`src/rtl/core/gpc_ram.sv`:
```
`timescale 1ns / 1ps

module gpc_ram #(
  parameter int WIDTH = 8,
  parameter int DEPTH = 16
) (
  input  logic                     clk,
  input  logic                     we,
  input  logic [$clog2(DEPTH)-1:0] waddr,
  input  logic [WIDTH-1:0]         wdata,
  input  logic                     re,
  input  logic [$clog2(DEPTH)-1:0] raddr,
  output logic [WIDTH-1:0]         rdata
);

  logic [WIDTH-1:0] mem [DEPTH];
  logic [WIDTH-1:0] rdata_r;

  always_ff @(posedge clk) begin
    if (we) begin
      mem[waddr] <= wdata;
    end
    if (re) begin
      rdata_r <= mem[raddr];
    end
  end

  assign rdata = rdata_r;

endmodule

```
`config.mk`:
```
export PLATFORM = sky130hd
export DESIGN_NAME = gpc_ram
export DESIGN_NICKNAME = d
export VERILOG_FILES = /design/src/rtl/core/gpc_ram.sv
export SDC_FILE = /design/constraint.sdc
export NUM_CORES = 1
export LEC_CHECK = 0
export ABC_CLOCK_PERIOD_IN_PS = 2450
export BUFFER_PORTS_ARGS = -buffer_cell sky130_fd_sc_hd__buf_2
export CORE_MARGIN = 2
export CORE_UTILIZATION = 35
export DETAILED_ROUTE_END_ITERATION = 6
export GPL_TIMING_DRIVEN = 0
export PLACE_DENSITY = 0.47
export SLEW_MARGIN = 20
export SYNTH_ARGS = -nofsm -noshare
export SYNTH_HDL_FRONTEND = slang
export SYNTH_SLANG_ARGS = --single-unit
```
`constraint.sdc`:
```
create_clock -name clk -period 2.45 [get_ports clk]
set_clock_uncertainty 0.05 [all_clocks]
set_input_delay 0.245 -clock clk [delete_from_list [all_inputs] [get_ports clk]]
set_output_delay 0.245 -clock clk [all_outputs]
set_load 0.005 [all_outputs]
```
After elaboration in Yosys (flattened, before gate mapping)
Memory sizes are Yosys's and may differ from the RTL's. A register that Yosys moved wholly into a read port is not among the register bits.
Index checks and enable logic that the tools add are counted.
{"block": "word_totals", "regBits": 0, "memories": 1, "inputBits": 19, "word_cells": 3, "out_inout_bits": 8, "ram_bits": 128}
{"block": "classes", "muxes": 2}
{"memory": "mem", "words": 16, "width": 8, "read_ports": 1, "rd_clocked_by_memory_dff": 1, "write_ports": 1, "line": "16", "source": "logic [WIDTH-1:0] mem [DEPTH];"}
{"cell": "2-to-1 mux 1 bit", "count": 2}

Depth between registers and ports, before layout
Gate-level depths: netlist of the first run.
{"block": "logic_depth", "word_depth": 2, "mapped_depth": 5}

Worst setup path after synthesis of the first run
Ideal clock, no wire load.
{"block": "synth_timing", "path_kind": "input to register", "from": "input port waddr[2]", "to": "memory mem[0][0], enable pin", "arrival_ns": 1.355, "path_slack_ns": 0.662, "required_time_ns": 2.017, "setup_time_ns": 0.383, "cell_stages": 2, "cell_sequence": "or3b_2 -> nor3_1"}
{"element": "start: declaration", "line": "9", "source": "input logic [$clog2(DEPTH)-1:0] waddr,"}
{"element": "end: declaration", "line": "16"}
Straight into the memory's write port.

==> metrics.cfg, run 1 <==
[yosys]
yosysWarnings=0
syn_area_um2=5228
post-synth-top-area-cell=edfxtp_1
synth.top_cell.area_share=0.7812
async_flop_share=0
ys_ff_latch=136
syn_nets=248
yosysMostFrequentCell=edfxtp_1
synth_commonest_cells=edfxtp_1, mux4_2, a22oi_1
ys_types=18
synth-main-ff-cell=edfxtp_1
synthCells=229
avgSynthCellArea_um2=22.83
synth-edff-count=136
yosysSeqAreaShare=0.7812
synthTopCellsByArea=edfxtp_1, mux4_2, mux4_1

[detailed_routing]
dr.pass1.iters=4
via_per_inst=5.051
drtIter0Drc=187
routedWlPerCell_um=22.71
num_vias=2374
antenna_left=0
drt_drc_violations_left=0
routed_wl_um=10670

[min_path]
hold_depth=1
hp-class=input pin to flop

[die]
core_um2=14590
start_util=0.3583
die_w_um=126.2
die_area_um2=15930
die_y_um=126.2
std_cell_rows=44
io_pins=27

[finish]
syn_to_final_growth_pct=19.75
layout.nets=292
antenna_cells=0
drive_above_1_share=0.3042
utilization=0.4291

[critical_path]
critical_path_required_ps=2530
cp.arrival_ps=1760
r2r_start=mem[3][4]
critPathMaxFanout=1
path_class=flop to flop
r2r-end=rdata[4]
ff2ff_path_depth=3
endpoint=rdata[4]
cp-end-kind=flop
worstSetupStartpointType=flop
cp-startpoint=mem[3][4]
reg2reg_slack_ps=770

[power_and_ir_drop]
power_leakage_nw=2.066
p_per_area_nw_per_um2=909.7
power.total_mw=5.695
ir_worst_vdd_v=0.0005051

[clocking]
cts-root-buf=clkbuf_16
cts_max_path_buffers=2
clkSlewWorstSetupHoldPaths_ps=60
cts_buffers=17
cts_resized=0
clk_latency_ps=410
htree_levels=4
ctsHoldBuffers=0
clock_sinks=136
cts_tree=done
postCtsSetupRepairBufs=0

[sta]
rsz0062_at_grt=no
fin_crit_ps=1679
slew_viol_final=0
setup_tns_ps=0
clock.fmax_mhz=595.5
hold_viol=0
fin_crit_sh=0.6854
slew_headroom=0.3814
holdWs_ps=132.4
finalSetupViolCount=0
tightest_slew_ps=924.4

[global_routing]
antenna_found_initial=0
overflow=0
grt_pass1_vias=2490
grt_max_degree=17
grt_pass1_wl_um=16080
grt_use_total=0.1453

[status]
outcome=finished clean

[placement]
dp.final_hpwl_um=6752
io_buffers=25
place.gp.congestion=0.7702

[run]
drv_cap=0

## kinds of logic (layout without fill, tap and decap cells)
| logic type | after synthesis | in the layout | synth area share |
|---|---|---|---|
| flip-flops | 136 | 136 | 0.7812 |
| multiplexers | 32 | 32 | 0.1479 |
| AND/OR/NAND/NOR | 35 | 35 | 0.03136 |
| buffers and inverters | 10 | 67 | 0.01651 |
| AO/OA/AOI/OAI | 16 | 16 | 0.02298 |
## cell type report
cell class,instances,area (µm²)
Sequential cell,136,4084
Fill cell,1237,8329
Tap cell,184,230.2
Multi-Input combinational cell,83,1077
Buffer,10,86.33
Clock inverter,15,231.5
Timing Repair Buffer,25,125.1
Clock buffer,17,425.4
## state kept, by name (all words and copies together), names as in the netlist
register and flops:
rdata 8, mem 128
## power by group
part	leakage (nW)	internal, mW	switching, mW
clock	0.307	1.89	0.918
sequential	1.24	2.62	0.0100
combinational	0.523	0.101	0.152
total	2.07	4.61	1.08
## how the worst min path moves through the flow
stage                     startpoint         to  slack [ps]
after global placement            re   rdata[3]         540
final                             re   rdata[4]         130
after CTS                         re   rdata[4]         120
after floorplan             wdata[0]  mem[0][0]         290
after detailed placement          re   rdata[4]         550
after global routing              re   rdata[6]         120
## stage by stage
step           cells  worst slack (ps)  instance area [µm²]
5_1_grt          470             720.9                 6260
3_5_place_dp     438             363.5                 5603
3_3_place_gp     438             17.59                 5583
4_1_cts          470             751.0                 6260
2_1_floorplan    229             662.1                 5228
6_report         470             770.8                 6260
## critical path, stage by stage (launching register included)
cell and delay [ps]:
edfxtp_1 360, mux4_2 500, a22oi_1 340, nand2_1 160
## routing by layer
metal / track usage / routed length (µm)
met3: 0.04248 / 586
met4: 0.04977 / 140
met1: 0.2057 / 4969
met2: 0.2166 / 4976
met5: 0 / 0
## placed cells by master (no fill, tap or decap), types with 4 or more instances in the layout
cell type / instances
clkinvlp_4: 4
bufinv_16: 6
buf_2: 28
a22oi_1: 16
nor2_1: 13
nand2_1: 9
nor3_2: 4
mux4_1: 14
clkbuf_16: 17
mux4_2: 18
edfxtp_1: 136
Note: power is estimated with default switching activity, not from simulation.
==> run 2: changes to the inputs <==
--- a/config.mk
+++ b/config.mk
@@ -5,7 +5,7 @@
 export SDC_FILE = /design/constraint.sdc
 export NUM_CORES = 1
 export LEC_CHECK = 0
-export ABC_CLOCK_PERIOD_IN_PS = 2450
+export ABC_CLOCK_PERIOD_IN_PS = 1600
 export BUFFER_PORTS_ARGS = -buffer_cell sky130_fd_sc_hd__buf_2
 export CORE_MARGIN = 2
 export CORE_UTILIZATION = 35
==> constraint.sdc (replaced) <==
create_clock -name clk -period 1.6 [get_ports clk]
set_clock_uncertainty 0.05 [all_clocks]
set_input_delay 0.16 -clock clk [delete_from_list [all_inputs] [get_ports clk]]
set_output_delay 0.16 -clock clk [all_outputs]
set_load 0.005 [all_outputs]
==> run 2 against run 1 <==
Net effect: first-iteration DRC count up 21%; total power rose by 47%; sequential share of layout area up 0.43 points; fmax up 6.8%; critical path type unchanged; largest cell class unchanged; largest power group is now sequential cells; highest routed layer unchanged.
==> metrics.cfg, run 2 (synthesis results as in run 1) <==
[status]
outcome=finished clean  ; unchanged

[detailed_routing]
num_vias=2366  ; was 2374
via_per_inst=5.034  ; was 5.051
routedWlPerCell_um=22.40  ; was 22.71 µm
drt_drc_violations_left=0  ; unchanged
routed_wl_um=10530  ; was 10670 µm
antenna_left=0  ; unchanged
drtIter0Drc=227  ; was 187
dr.pass1.iters=4  ; unchanged

[power_and_ir_drop]
p_per_area_nw_per_um2=1342  ; was 909.7 nW/µm²
power_leakage_nw=2.041  ; was 2.066 nW
ir_worst_vdd_v=0.001024  ; was 0.0005051 V
power.total_mw=8.344  ; was 5.695 mW

[die]
std_cell_rows=44  ; unchanged
die_w_um=126.2  ; unchanged
die_area_um2=15930  ; unchanged
die_y_um=126.2  ; unchanged
start_util=0.3583  ; unchanged
io_pins=27  ; unchanged
core_um2=14590  ; unchanged

[finish]
regMostFlops=mem  ; unchanged
antenna_cells=0  ; unchanged
area.sequential_um2=4084  ; unchanged
drive_above_1_share=0.3252  ; was 0.3042
final_cell_mix=edfxtp_1, buf_2, mux4_2  ; unchanged
largest_reg_flops=128  ; unchanged
fillerInstances=1239  ; was 1237
multi_input_area_um2=1101  ; was 1077 µm²
syn_to_final_growth_pct=18.96  ; was 19.75%
layout.nets=292  ; unchanged
mostFrequentLayoutCell=edfxtp_1  ; unchanged
stdcell_count=470  ; unchanged

[sta]
slew_viol_final=0  ; unchanged
hold_viol=0  ; unchanged
finalSetupViolCount=0  ; unchanged
fin_crit_ps=1572  ; was 1679 ps
rsz0062_at_grt=no  ; unchanged
fin_crit_sh=0.9827  ; was 0.6854
tightest_slew_ps=854.3  ; was 924.4 ps
clock.fmax_mhz=636.0  ; was 595.5 MHz
slew_headroom=0.4284  ; was 0.3814

[critical_path]
worstSetupStartpointType=flop  ; unchanged
crit_family=multiplexers  ; unchanged
critical_path_required_ps=1710  ; was 2530 ps
cp.arrival_ps=1680  ; was 1760 ps
r2r_start=mem[0][4]  ; was mem[3][4]
critPathMaxFanout=1  ; unchanged
ff2ff_path_depth=3  ; unchanged
cp.depth=3  ; unchanged
path_class=flop to flop  ; unchanged
critPathBufInv=0  ; unchanged
cp_slowest_cell=mux4_2  ; unchanged
critical_path.max_stage_delay_ps=500  ; about the same
r2r-end=rdata[4]  ; unchanged
reg2reg_slack_ps=30  ; was 770 ps
cp-end-kind=flop  ; unchanged
crit_chain=mux4_2, a22oi_1, nand2_1  ; unchanged

[global_routing]
antenna_found_initial=0  ; unchanged
grt_use_total=0.1430  ; was 0.1453
top_usage_layer=met2  ; unchanged
use_met1=0.2040  ; was 0.2057
grt_max_degree=17  ; unchanged
overflow=0  ; unchanged
grt_util_met2=0.2075  ; was 0.2166
grt_pass1_vias=2442  ; was 2490
use_met3=0.04630  ; was 0.04248
grt_pass1_wl_um=15730  ; was 16080 µm

[clocking]
clk_latency_ps=420  ; was 410 ps
cts_max_path_buffers=2  ; unchanged
cts_buffers=17  ; unchanged
clock_sinks=136  ; unchanged
cts-root-buf=clkbuf_16  ; unchanged
htree_levels=4  ; unchanged
clkSlewWorstSetupHoldPaths_ps=50  ; was 60 ps
postCtsSetupRepairBufs=0  ; unchanged
cts_tree=done  ; unchanged

[placement]
io_buffers=25  ; unchanged
place_inst=438  ; unchanged
dp.final_hpwl_um=6754  ; was 6752 µm
place.gp.congestion=0.7808  ; was 0.7702

[min_path]
min-delay-start=re  ; unchanged
hp-class=input pin to flop  ; unchanged
hold-path-endpoint=rdata[0]  ; was rdata[4]
hold_depth=1  ; unchanged

[run]
drv_cap=0  ; unchanged

## run 2: metal layers
layer | up-vias | wire length (µm)
met3 | 14 | 618
met4 | 0 | 172
met1 | 1221 | 4819
met2 | 61 | 4916
met5 | - | 0
li1 | 1070 | -
## run 2: how the worst max path moves through the flow
stage	from	slack, ps	to
after floorplan	raddr[0]	110	rdata[1]
after global placement	waddr[2]	-470	mem[8][3]
after detailed placement	waddr[2]	-370	mem[1][2]
after CTS	mem[2][0]	20	rdata[0]
after global routing	mem[2][2]	2	rdata[2]
final	mem[0][4]	30	rdata[4]
## run 2: timing repair
item                                    CTS  global route
endpoints found under the setup margin    5             5
resized for setup                         6             4
hold buffers                              0             0
pin swaps                                 1             3
gates cloned                              0             0
## run 2: cell type report
type                            count  area share
Buffer                             10     0.01388
Clock buffer                       19     0.06962
Clock inverter                     13     0.02555
Multi-Input combinational cell     83      0.1771
Sequential cell                   136      0.6567
Tap cell                          184     0.03702
Timing Repair Buffer               25     0.02012
## run 2: per-stage QoR
step                      cell area, µm²  setup TNS, ps  setup WS (ps)    util  hold slack [ps]
after floorplan                     5233              0          107.6       -            208.9
after global placement              5588         -25050         -468.6  0.3830            457.7
after detailed placement            5603         -17040         -367.9  0.3840            475.3
after CTS                           6216              0          16.32  0.4261            34.36
after global routing                6218              0          1.733  0.4262            37.91
final                               6218              0          27.74  0.4262            46.67
## run 2: power breakdown
part | total, mW | internal (mW) | switching, mW
sequential | 4.03 | 4.02 | 0.0165
combinational | 0.396 | 0.161 | 0.235
clock | 3.91 | 2.56 | 1.35
total | 8.34 | 6.74 | 1.60
